$ cat src/design/wts_pkg.sv
`timescale 1ns / 1ps
// ----------------------------------------------------------------------------
// wts_pkg
// Shared types and constants of the window token scheduler.
// ----------------------------------------------------------------------------
package wts_pkg;

	localparam int NUM_SENDERS = 32;
	localparam int SENDER_W    = $clog2(NUM_SENDERS);
	localparam int COUNT_W     = 6;
	localparam int FREE_W      = 6;
	localparam int BYTES_W     = 32;
	localparam int PKT_W       = 16;
	localparam int WIN_W       = 16;
	localparam int SHIFT_W     = 4;
	localparam int CFG_IDX_W   = 3;
	localparam int CFG_DATA_W  = 32;

	// item kinds
	localparam logic KIND_BURST = 1'b0;
	localparam logic KIND_DATA  = 1'b1;

	// register reset values
	localparam logic [COUNT_W-1:0] RST_ACTIVE_SENDERS = 6'd32;
	localparam logic [FREE_W-1:0]  RST_MAX_TOKENS     = 6'd20;
	localparam logic [BYTES_W-1:0] RST_BYTES_PER_SND  = 32'd1448;
	localparam logic [BYTES_W-1:0] RST_GRANT_WINDOW   = 32'd65535;
	localparam logic [SHIFT_W-1:0] RST_WINDOW_SHIFT   = 4'd0;
	localparam logic [WIN_W-1:0]   RST_MIN_WINDOW     = 16'd2048;
	localparam logic [WIN_W-1:0]   RST_MAX_WINDOW     = 16'd65535;

	// register indexes
	localparam logic [CFG_IDX_W-1:0] CFG_ACTIVE_SENDERS = 3'd0;
	localparam logic [CFG_IDX_W-1:0] CFG_MAX_TOKENS     = 3'd1;
	localparam logic [CFG_IDX_W-1:0] CFG_BYTES_PER_SND  = 3'd2;
	localparam logic [CFG_IDX_W-1:0] CFG_GRANT_WINDOW   = 3'd3;
	localparam logic [CFG_IDX_W-1:0] CFG_WINDOW_SHIFT   = 3'd4;
	localparam logic [CFG_IDX_W-1:0] CFG_MIN_WINDOW     = 3'd5;
	localparam logic [CFG_IDX_W-1:0] CFG_MAX_WINDOW     = 3'd6;

	typedef enum logic [3:0] {
		ST_IDLE,
		ST_DISPATCH,
		ST_BURST,
		ST_UPDATE,
		ST_STATUS,
		ST_SCAN,
		ST_SCAN_END,
		ST_DONE,
		ST_GRANT
	} state_t;

	typedef enum logic [1:0] {
		EMIT_STATUS,
		EMIT_BURST,
		EMIT_DONE,
		EMIT_GRANT
	} emit_sel_t;

	typedef struct packed {
		logic      capture;
		logic      clear_burst;
		logic      update;
		logic      cnt_clr;
		logic      cnt_inc;
		logic      scan_rd;
		logic      emit;
		emit_sel_t emit_sel;
	} wts_cmd_t;

	typedef struct packed {
		logic is_burst;
		logic in_range;
		logic upd_done;
		logic burst_last;
		logic scan_last;
		logic grant_more;
		logic grant_last;
		logic out_free;
	} wts_status_t;

endpackage

$ cat src/design/window_token_scheduler_core.sv
`timescale 1ns / 1ps
// ----------------------------------------------------------------------------
// window_token_scheduler_core
// Token scheduler for receive windows of a burst of senders.
//
//   channel  handshake            payload
//   cfg      cfg_valid/cfg_ready  cfg_index, cfg_data
//   in       in_valid/in_ready    kind, sender_index, byte_count
//   out      out_valid/out_ready  target_sender, window_value, window_valid,
//                                 sender_done, burst_done, last
//
// one item at a time; burst start: DISPATCH, then BURST emits one result per
// active sender; data item with no completion: DISPATCH, UPDATE, STATUS, or
// DISPATCH, STATUS when the sender is outside the burst; completing item:
// UPDATE, 32-entry SCAN of the byte count memory (one read port), SCAN_END,
// DONE, then one GRANT result per granted token; reset loads register
// defaults and clears all flags; no clearing pass; results leave through one
// output register; a stalled output holds the controller in place
// ----------------------------------------------------------------------------
module window_token_scheduler_core
	import wts_pkg::*;
(
	input  logic                  clk,
	input  logic                  arst_n,
	input  logic                  cfg_valid,
	output logic                  cfg_ready,
	input  logic [CFG_IDX_W-1:0]  cfg_index,
	input  logic [CFG_DATA_W-1:0] cfg_data,
	input  logic                  in_valid,
	output logic                  in_ready,
	input  logic                  kind,
	input  logic [SENDER_W-1:0]   sender_index,
	input  logic [PKT_W-1:0]      byte_count,
	output logic                  out_valid,
	input  logic                  out_ready,
	output logic [SENDER_W-1:0]   target_sender,
	output logic [WIN_W-1:0]      window_value,
	output logic                  window_valid,
	output logic                  sender_done,
	output logic                  burst_done,
	output logic                  last
);

	wts_cmd_t    cmd;
	wts_status_t status;

	wts_ctrl u_ctrl (
		.clk      (clk),
		.arst_n   (arst_n),
		.in_valid (in_valid),
		.in_ready (in_ready),
		.status   (status),
		.cmd      (cmd)
	);

	wts_datapath u_datapath (
		.clk           (clk),
		.arst_n        (arst_n),
		.cfg_valid     (cfg_valid),
		.cfg_ready     (cfg_ready),
		.cfg_index     (cfg_index),
		.cfg_data      (cfg_data),
		.kind          (kind),
		.sender_index  (sender_index),
		.byte_count    (byte_count),
		.out_valid     (out_valid),
		.out_ready     (out_ready),
		.target_sender (target_sender),
		.window_value  (window_value),
		.window_valid  (window_valid),
		.sender_done   (sender_done),
		.burst_done    (burst_done),
		.last          (last),
		.cmd           (cmd),
		.status        (status)
	);

endmodule

$ cat src/design/wts_ctrl.sv
`timescale 1ns / 1ps
// ----------------------------------------------------------------------------
// wts_ctrl
// Controller of the window token scheduler: sequences burst start, byte
// update, eligibility scan and token grants.
// ----------------------------------------------------------------------------
module wts_ctrl
	import wts_pkg::*;
(
	input  logic        clk,
	input  logic        arst_n,
	input  logic        in_valid,
	output logic        in_ready,
	input  wts_status_t status,
	output wts_cmd_t    cmd
);

	state_t state_q;
	state_t state_nxt;

	always_ff @(posedge clk or negedge arst_n) begin
		if (!arst_n) begin
			state_q <= ST_IDLE;
		end else begin
			state_q <= state_nxt;
		end
	end

	always_comb begin
		state_nxt = state_q;
		case (state_q)
			ST_IDLE: begin
				if (in_valid) begin
					state_nxt = ST_DISPATCH;
				end
			end
			ST_DISPATCH: begin
				if (status.is_burst) begin
					state_nxt = ST_BURST;
				end else if (!status.in_range) begin
					state_nxt = ST_STATUS;
				end else begin
					state_nxt = ST_UPDATE;
				end
			end
			ST_BURST: begin
				if (status.out_free && status.burst_last) begin
					state_nxt = ST_IDLE;
				end
			end
			ST_UPDATE: begin
				state_nxt = status.upd_done ? ST_SCAN : ST_STATUS;
			end
			ST_STATUS: begin
				if (status.out_free) begin
					state_nxt = ST_IDLE;
				end
			end
			ST_SCAN: begin
				if (status.scan_last) begin
					state_nxt = ST_SCAN_END;
				end
			end
			ST_SCAN_END: begin
				state_nxt = ST_DONE;
			end
			ST_DONE: begin
				if (status.out_free) begin
					state_nxt = status.grant_more ? ST_GRANT : ST_IDLE;
				end
			end
			ST_GRANT: begin
				if (status.out_free && status.grant_last) begin
					state_nxt = ST_IDLE;
				end
			end
			default: begin
				state_nxt = ST_IDLE;
			end
		endcase
	end

	always_comb begin
		cmd          = '0;
		cmd.emit_sel = EMIT_STATUS;
		in_ready     = 1'b0;
		case (state_q)
			ST_IDLE: begin
				in_ready    = 1'b1;
				cmd.capture = in_valid;
			end
			ST_DISPATCH: begin
				cmd.clear_burst = status.is_burst;
				cmd.cnt_clr     = 1'b1;
			end
			ST_BURST: begin
				cmd.emit     = status.out_free;
				cmd.cnt_inc  = status.out_free;
				cmd.emit_sel = EMIT_BURST;
			end
			ST_UPDATE: begin
				cmd.update  = 1'b1;
				cmd.cnt_clr = 1'b1;
			end
			ST_STATUS: begin
				cmd.emit     = status.out_free;
				cmd.emit_sel = EMIT_STATUS;
			end
			ST_SCAN: begin
				cmd.scan_rd = 1'b1;
				cmd.cnt_inc = 1'b1;
			end
			ST_SCAN_END: begin
				cmd.cnt_clr = 1'b1;
			end
			ST_DONE: begin
				cmd.emit     = status.out_free;
				cmd.emit_sel = EMIT_DONE;
			end
			ST_GRANT: begin
				cmd.emit     = status.out_free;
				cmd.emit_sel = EMIT_GRANT;
			end
			default: begin
				cmd.emit_sel = EMIT_STATUS;
			end
		endcase
	end

endmodule

$ cat src/design/wts_datapath.sv
`timescale 1ns / 1ps
// ----------------------------------------------------------------------------
// wts_datapath
// Datapath of the window token scheduler: registers, byte count memory,
// sender flags, token pool, grant pick and result register.
// ----------------------------------------------------------------------------
module wts_datapath
	import wts_pkg::*;
(
	input  logic                  clk,
	input  logic                  arst_n,
	// configuration
	input  logic                  cfg_valid,
	output logic                  cfg_ready,
	input  logic [CFG_IDX_W-1:0]  cfg_index,
	input  logic [CFG_DATA_W-1:0] cfg_data,
	// input item
	input  logic                  kind,
	input  logic [SENDER_W-1:0]   sender_index,
	input  logic [PKT_W-1:0]      byte_count,
	// result item
	output logic                  out_valid,
	input  logic                  out_ready,
	output logic [SENDER_W-1:0]   target_sender,
	output logic [WIN_W-1:0]      window_value,
	output logic                  window_valid,
	output logic                  sender_done,
	output logic                  burst_done,
	output logic                  last,
	// controller
	input  wts_cmd_t              cmd,
	output wts_status_t           status
);

	// configuration registers
	logic [COUNT_W-1:0] active_senders_q;
	logic [FREE_W-1:0]  max_tokens_q;
	logic [BYTES_W-1:0] bytes_per_sender_q;
	logic [BYTES_W-1:0] grant_window_q;
	logic [SHIFT_W-1:0] window_shift_q;
	logic [WIN_W-1:0]   min_window_q;
	logic [WIN_W-1:0]   max_window_q;

	// captured item
	logic                kind_q;
	logic [SENDER_W-1:0] idx_q;
	logic [PKT_W-1:0]    bytes_q;

	// sender state
	logic [BYTES_W-1:0]     recv_mem_q [NUM_SENDERS];
	logic [NUM_SENDERS-1:0] ent_valid_q;
	logic [NUM_SENDERS-1:0] finished_q;
	logic [NUM_SENDERS-1:0] holds_q;
	logic [NUM_SENDERS-1:0] reached_q;
	logic [FREE_W-1:0]      free_q;
	logic [SENDER_W-1:0]    cnt_q;

	// memory read pipeline
	logic [SENDER_W-1:0] rd_addr;
	logic [BYTES_W-1:0]  rd_data_s1;
	logic                rd_hit_s1;
	logic                scan_en_s1;
	logic [SENDER_W-1:0] scan_tag_s1;
	logic [BYTES_W-1:0]  rd_value;

	// result register
	logic                out_valid_q;
	logic [SENDER_W-1:0] target_q;
	logic [WIN_W-1:0]    window_q;
	logic                window_valid_q;
	logic                sender_done_q;
	logic                burst_done_q;
	logic                last_q;

	// combinational
	logic [COUNT_W-1:0]     n_act;
	logic [NUM_SENDERS-1:0] mask_n;
	logic [BYTES_W-1:0]     win_floor;
	logic [BYTES_W-1:0]     win_shifted;
	logic [WIN_W-1:0]       scaled;
	logic [BYTES_W:0]       sum_wide;
	logic [BYTES_W-1:0]     sum_sat;
	logic                   upd_done;
	logic [NUM_SENDERS-1:0] elig;
	logic [NUM_SENDERS-1:0] pick_oh;
	logic [SENDER_W-1:0]    pick_idx;
	logic                   burst_grant;
	logic                   all_finished;
	logic                   grant_more;
	logic                   grant_last;
	logic                   burst_last;
	logic                   out_free;

	assign cfg_ready = 1'b1;

	always_ff @(posedge clk or negedge arst_n) begin
		if (!arst_n) begin
			active_senders_q   <= RST_ACTIVE_SENDERS;
			max_tokens_q       <= RST_MAX_TOKENS;
			bytes_per_sender_q <= RST_BYTES_PER_SND;
			grant_window_q     <= RST_GRANT_WINDOW;
			window_shift_q     <= RST_WINDOW_SHIFT;
			min_window_q       <= RST_MIN_WINDOW;
			max_window_q       <= RST_MAX_WINDOW;
		end else if (cfg_valid) begin
			case (cfg_index)
				CFG_ACTIVE_SENDERS: active_senders_q   <= cfg_data[COUNT_W-1:0];
				CFG_MAX_TOKENS:     max_tokens_q       <= cfg_data[FREE_W-1:0];
				CFG_BYTES_PER_SND:  bytes_per_sender_q <= cfg_data[BYTES_W-1:0];
				CFG_GRANT_WINDOW:   grant_window_q     <= cfg_data[BYTES_W-1:0];
				CFG_WINDOW_SHIFT:   window_shift_q     <= cfg_data[SHIFT_W-1:0];
				CFG_MIN_WINDOW:     min_window_q       <= cfg_data[WIN_W-1:0];
				CFG_MAX_WINDOW:     max_window_q       <= cfg_data[WIN_W-1:0];
				default: begin
				end
			endcase
		end
	end

	// active sender count, clamped to one..NUM_SENDERS
	always_comb begin
		if (active_senders_q == '0) begin
			n_act = COUNT_W'(1);
		end else if (active_senders_q > COUNT_W'(NUM_SENDERS)) begin
			n_act = COUNT_W'(NUM_SENDERS);
		end else begin
			n_act = active_senders_q;
		end
		for (int i = 0; i < NUM_SENDERS; i++) begin
			mask_n[i] = COUNT_W'(i) < n_act;
		end
	end

	// granted window: floor, scale, saturate
	always_comb begin
		win_floor   = (grant_window_q < {16'b0, min_window_q}) ? {16'b0, min_window_q}
		                                                       : grant_window_q;
		win_shifted = win_floor >> window_shift_q;
		scaled      = (win_shifted > {16'b0, max_window_q}) ? max_window_q
		                                                    : win_shifted[WIN_W-1:0];
	end

	// captured item
	always_ff @(posedge clk) begin
		if (cmd.capture) begin
			kind_q  <= kind;
			idx_q   <= sender_index;
			bytes_q <= byte_count;
		end
	end

	// byte count memory, registered read
	assign rd_addr = cmd.scan_rd ? cnt_q : idx_q;

	always_ff @(posedge clk) begin
		if (cmd.update) begin
			recv_mem_q[idx_q] <= sum_sat;
		end
		rd_data_s1  <= recv_mem_q[rd_addr];
		rd_hit_s1   <= ent_valid_q[rd_addr];
		scan_tag_s1 <= cnt_q;
	end

	always_ff @(posedge clk or negedge arst_n) begin
		if (!arst_n) begin
			scan_en_s1 <= 1'b0;
		end else begin
			scan_en_s1 <= cmd.scan_rd;
		end
	end

	// entries not written since burst start read as zero
	assign rd_value = rd_hit_s1 ? rd_data_s1 : '0;

	always_comb begin
		sum_wide = {1'b0, rd_value} + {{(BYTES_W+1-PKT_W){1'b0}}, bytes_q};
		sum_sat  = sum_wide[BYTES_W] ? '1 : sum_wide[BYTES_W-1:0];
		upd_done = !finished_q[idx_q] && (sum_sat >= bytes_per_sender_q);
	end

	// senders that may still get a token
	assign elig    = mask_n & ~finished_q & ~holds_q & ~reached_q;
	assign pick_oh = elig & (~elig + {{(NUM_SENDERS-1){1'b0}}, 1'b1});

	always_comb begin
		pick_idx = '0;
		for (int i = 0; i < NUM_SENDERS; i++) begin
			if (pick_oh[i]) begin
				pick_idx = SENDER_W'(i);
			end
		end
	end

	assign burst_grant  = (free_q != '0) && (bytes_per_sender_q != '0);
	assign all_finished = &(finished_q | ~mask_n);
	assign grant_more   = (free_q != '0) && (elig != '0);
	assign grant_last   = (free_q == FREE_W'(1)) || ((elig & ~pick_oh) == '0);
	assign burst_last   = ({1'b0, cnt_q} == (n_act - COUNT_W'(1)));
	assign out_free     = !out_valid_q || out_ready;

	always_ff @(posedge clk or negedge arst_n) begin
		if (!arst_n) begin
			cnt_q <= '0;
		end else if (cmd.cnt_clr) begin
			cnt_q <= '0;
		end else if (cmd.cnt_inc) begin
			cnt_q <= cnt_q + SENDER_W'(1);
		end
	end

	always_ff @(posedge clk or negedge arst_n) begin
		if (!arst_n) begin
			reached_q <= '0;
		end else if (scan_en_s1) begin
			reached_q[scan_tag_s1] <= rd_value >= bytes_per_sender_q;
		end
	end

	always_ff @(posedge clk or negedge arst_n) begin
		if (!arst_n) begin
			finished_q  <= '0;
			holds_q     <= '0;
			ent_valid_q <= '0;
			free_q      <= RST_MAX_TOKENS;
		end else begin
			if (cmd.clear_burst) begin
				finished_q  <= '0;
				holds_q     <= '0;
				ent_valid_q <= '0;
				free_q      <= max_tokens_q;
			end
			if (cmd.update) begin
				ent_valid_q[idx_q] <= 1'b1;
				if (upd_done) begin
					finished_q[idx_q] <= 1'b1;
					// token goes back to the pool only if it was held
					if (holds_q[idx_q]) begin
						holds_q[idx_q] <= 1'b0;
						free_q         <= free_q + FREE_W'(1);
					end
				end
			end
			if (cmd.emit && cmd.emit_sel == EMIT_BURST && burst_grant) begin
				holds_q[cnt_q] <= 1'b1;
				free_q         <= free_q - FREE_W'(1);
			end
			if (cmd.emit && cmd.emit_sel == EMIT_GRANT) begin
				holds_q[pick_idx] <= 1'b1;
				free_q            <= free_q - FREE_W'(1);
			end
		end
	end

	// result register
	always_ff @(posedge clk or negedge arst_n) begin
		if (!arst_n) begin
			out_valid_q <= 1'b0;
		end else if (cmd.emit) begin
			out_valid_q <= 1'b1;
		end else if (out_ready) begin
			out_valid_q <= 1'b0;
		end
	end

	always_ff @(posedge clk) begin
		if (cmd.emit) begin
			burst_done_q <= all_finished;
			case (cmd.emit_sel)
				EMIT_BURST: begin
					target_q       <= cnt_q;
					window_q       <= burst_grant ? scaled : '0;
					window_valid_q <= 1'b1;
					sender_done_q  <= 1'b0;
					last_q         <= burst_last;
				end
				EMIT_DONE: begin
					target_q       <= idx_q;
					window_q       <= '0;
					window_valid_q <= 1'b1;
					sender_done_q  <= 1'b1;
					last_q         <= !grant_more;
				end
				EMIT_GRANT: begin
					target_q       <= pick_idx;
					window_q       <= scaled;
					window_valid_q <= 1'b1;
					sender_done_q  <= 1'b1;
					last_q         <= grant_last;
				end
				default: begin
					target_q       <= idx_q;
					window_q       <= '0;
					window_valid_q <= 1'b0;
					sender_done_q  <= 1'b0;
					last_q         <= 1'b1;
				end
			endcase
		end
	end

	assign out_valid     = out_valid_q;
	assign target_sender = target_q;
	assign window_value  = window_q;
	assign window_valid  = window_valid_q;
	assign sender_done   = sender_done_q;
	assign burst_done    = burst_done_q;
	assign last          = last_q;

	always_comb begin
		status.is_burst   = (kind_q == KIND_BURST);
		status.in_range   = {1'b0, idx_q} < n_act;
		status.upd_done   = upd_done;
		status.burst_last = burst_last;
		status.scan_last  = (cnt_q == SENDER_W'(NUM_SENDERS - 1));
		status.grant_more = grant_more;
		status.grant_last = grant_last;
		status.out_free   = out_free;
	end

endmodule
$ cat config.mk
export PLATFORM = sky130hd
export DESIGN_NAME = window_token_scheduler_core
export DESIGN_NICKNAME = d
export VERILOG_FILES = /design/src/design/wts_pkg.sv /design/src/design/window_token_scheduler_core.sv /design/src/design/wts_ctrl.sv /design/src/design/wts_datapath.sv
export SDC_FILE = /design/constraint.sdc
export NUM_CORES = 2
export LEC_CHECK = 0
export BUFFER_PORTS_ARGS = -buffer_cell sky130_fd_sc_hd__buf_2
export CAP_MARGIN = 20
export CELL_PAD_IN_SITES_DETAIL_PLACEMENT = 1
export CELL_PAD_IN_SITES_GLOBAL_PLACEMENT = 2
export CORE_ASPECT_RATIO = 1.25
export CORE_UTILIZATION = 47
export CTS_CLUSTER_DIAMETER = 50
export CTS_CLUSTER_SIZE = 24
export DETAILED_ROUTE_END_ITERATION = 6
export GPL_TIMING_DRIVEN = 0
export PLACE_DENSITY_LB_ADDON = 0.1
export SLEW_MARGIN = 15
export SYNTH_ARGS = -nofsm -noshare
export SYNTH_HDL_FRONTEND = slang
export SYNTH_SLANG_ARGS = --single-unit
$ cat constraint.sdc
create_clock -name clk -period 9.2 [get_ports clk]
set_input_delay 0.46 -clock clk [delete_from_list [all_inputs] [get_ports clk]]
set_output_delay 0.46 -clock clk [all_outputs]
set_load 0.05 [all_outputs]
==> reports/results.ini <==
[worst_setup_path]
worstSetupPathType = register to register
worstPathArrival_ns = 9.34
cp-start-kind = register
crit_path_end_kind = register
crit_fanout = 33
cp.required_ns = 9.80

[worst_hold_path]
min_path_type = primary input to register

[detailed_routing]
wl_per_cell_um = 31.0
viasPerCell = 6.17
routed_wirelength_um = 195000
drc_errors = 0
via_count = 38900
antenna_left = 0
drt_iter0_drc = 3543
drt_first_pass_iters = 5

[clock_network]
cts-buffers-inserted = 115
cts_setup_buffers = 0
cts_max_path_buffers = 3
htreeDepth = 3
root_buffer = clkbuf_16
cts_sinks = 1366
cts_tree = done
insertion_delay_ns = 0.78
cts.clk_slew.worst_paths_ns = 0.07

[global_routing]
grt_pass1_vias = 40800
overflow = 0
grt_use_total = 0.302
use_met2 = 0.522
grt_start_max_net_pins = 100
grt_use_met1 = 0.378
busiest_layer = met2
grt_pass1_wl_um = 282000
grtUsageMet3 = 0.0341
antenna_found_initial = 5

[yosys]
ys_seq_elements = 1366
ys_types = 100
ys_seq_area_frac = 0.647
synth_async_sr_flop_share = 0.188
synth_warnings = 0
synthFlopType = edfxtp_1
syn_nets = 4357
netlist_area_um2 = 60900
synth_area_per_cell_um2 = 14.6
synth_edf_count = 1071
syn_inst = 4168

[job]
maxCapViolCount = 0

[cells_and_area]
drive_above_1_share = 0.210
postLayoutCellArea_um2 = 69900
final_cell_mix = 1,071 x edfxtp_1, 500 x nand2_1, 303 x mux4_2, 214 x dfrtp_1, 212 x nand3_1
nNetsFinal = 4672
area_growth_pct = 14.7
layout.cells.non_filler = 6300
final_common_cell = edfxtp_1

[timing]
final_max_slew_viol_count = 0
finalSetupViolations = 0
rsz0062_at_grt = no
hold_viol = 0
post-route-period-util = 0.950
tns_ns = 0
finClkSkew_ns = 0.0468
slew-limit-headroom = 0.216
finalWorstPathRequiredPeriod_ns = 8.74
worst_pin_slew_ns = 1.18
holdWs_ns = 0.0391
timing.fmax_mhz = 114

[floorplan]
io_pins = 90
initial_core_util = 0.474
row_count = 147
dieArea_um2 = 131000
die_width_um = 324
coreArea_um2 = 129000
die_h_um = 404

[placed_design]
place.gp.congestion = 0.945
place_inst = 6032
place_hpwl_um = 142000
place_area_um2 = 65200
portBuffers = 86

[status]
status = completed

[power_and_ir_drop]
powerDensity_nw_per_um2 = 298
irDropWorstVdd_v = 0.000195
leakage_nw = 25.1

==> worst paths after layout <==
path                                                  from                               end  slack, ns  depth (start not counted)
worst min-delay path                           cfg_data[9]  u_datapath.bytes_per_sender_q[9]       0.04                          3
min in group asynchronous                           arst_n           u_datapath.reached_q[2]       0.29                          2
worst max register to register        u_datapath.rd_hit_s1         u_datapath.finished_q[17]       0.46                         26
worst min register to register  u_datapath.ent_valid_q[28]        u_datapath.ent_valid_q[28]       0.48                          1
max in group asynchronous                           arst_n     u_datapath.grant_window_q[25]       7.48                          4
worst max-delay path                  u_datapath.rd_hit_s1         u_datapath.finished_q[17]       0.46                         26
==> sequential cells by signal (all words and copies together) (netlist names), 5 cells and up <==
register	cells
u_datapath.recv_mem_q	1024
u_datapath.bytes_per_sender_q	32
u_datapath.ent_valid_q	32
u_datapath.finished_q	32
u_datapath.grant_window_q	32
u_datapath.holds_q	32
u_datapath.rd_data_s1	32
u_datapath.reached_q	32
u_datapath.bytes_q	16
u_datapath.max_window_q	16
u_datapath.min_window_q	16
u_datapath.window_value	16
u_datapath.active_senders_q	6
u_datapath.free_q	6
u_datapath.max_tokens_q	6
u_datapath.cnt_q	5
u_datapath.idx_q	5
u_datapath.scan_tag_s1	5
u_datapath.target_sender	5
==> repair_timing <==
action / 4_1_cts / 5_1_grt
endpoints found under the setup margin: 71 / 31
resized for setup: 10 / 6
hold buffers: 44 / 0
endpoints found under the hold margin: 138 / 0
==> logic make-up (layout without fill, tap and decap cells) <==
logic type | after synthesis | after routing | share of synthesized area
muxes | 418 | 418 | 0.133
AOI/OAI and AO/OA | 631 | 631 | 0.0721
other | 1 | 3 | 0.0000616
buffers and inverters | 355 | 772 | 0.0232
and+or+nand+nor | 1238 | 1238 | 0.0942
xor gates and xnor gates | 32 | 32 | 0.00460
adders and majority gates | 127 | 127 | 0.0262
DFF | 1366 | 1366 | 0.647
==> per-stage QoR <==
stage                      util  setup WS (ns)  power, W
after CTS                 0.543          0.281    0.0209
after global placement    0.494          -1.77    0.0153
final                     0.544          0.462    0.0209
after detailed placement  0.507          -1.24    0.0156
after floorplan               -           2.44    0.0126
after global routing      0.544         0.0174    0.0217
==> metal layers <==
layer / vias to the layer above / part of all wire
li1: 16800 / -
met1: 20400 / 0.39
met2: 1317 / 0.51
met3: 350 / 0.050
met4: 0 / 0.051
met5: - / 0
==> layout make-up <==
class / count / area (µm²)
Inverter: 124 / 465
Clock inverter: 93 / 1170
Antenna cell: 2 / 5.00
Clock buffer: 126 / 3000
Buffer: 230 / 947
Sequential cell: 1366 / 39400
Multi-Input combinational cell: 2447 / 20500
Fill cell: 12300 / 58700
Timing Repair Buffer: 199 / 2210
Tap cell: 1713 / 2140
==> synthesized netlist by cell type, drive strengths merged, types with 11 or more instances <==
cell / count / share of area
buf: 76 / 0.0060
inv: 123 / 0.0076
nor4: 30 / 0.0037
xnor2: 15 / 0.0022
a32o: 24 / 0.0039
mux2i: 32 / 0.0053
nand4: 36 / 0.0039
o211ai: 18 / 0.0022
nor3: 45 / 0.0039
a221o: 24 / 0.0039
mux2: 83 / 0.015
ha: 126 / 0.026
nor2: 228 / 0.014
dfstp: 43 / 0.019
or2: 11 / 0.0011
a21o: 53 / 0.0065
a21oi: 90 / 0.0074
or3: 16 / 0.0016
edfxtp: 1071 / 0.53
o21ai: 165 / 0.014
dfrtp: 214 / 0.088
and2: 38 / 0.0039
mux4: 303 / 0.11
o311a: 25 / 0.0041
a211oi: 23 / 0.0028
a31oi: 50 / 0.0051
o21a: 21 / 0.0026
o31ai: 11 / 0.0014
a22oi: 13 / 0.0016
nand2b: 16 / 0.0016
nand2: 520 / 0.032
and3: 15 / 0.0015
nand3: 213 / 0.018
clkbuf: 155 / 0.0096
xor2: 17 / 0.0024
nor2b: 18 / 0.0018
dfxtp: 38 / 0.012
==> critical path, cell delays in order (launching register included) <==
cell and delay [ns]:
dfxtp_1 0.41, clkbuf_1 0.37, clkbuf_2 0.36, nand2_1 0.15
inv_1 0.08, ha_1 0.16, inv_1 0.06, fa_1 0.39
nor2b_1 0.26, o21ai_0 0.17, a21boi_1 0.42, a211oi_1 0.24
a211oi_2 0.49, o21ai_1 0.34, or4_1 0.67, clkbuf_1 0.30
buf_6 0.30, nand2_4 0.39, ha_1 0.35, a21o_1 0.17
a21o_1 0.17, a211o_1 0.29, o2111ai_1 0.35, a311oi_1 0.28
o21ai_0 0.68, clkbuf_1 0.50, o21ai_0 0.19
==> report_power, final <==
part	switching [W]	leakage [nW]	internal [W]
registers	0.000319	13.3	0.00799
clock network	0.00266	2.01	0.00270
logic	0.00493	9.80	0.00227
Note: power is estimated with default switching activity, not from simulation.
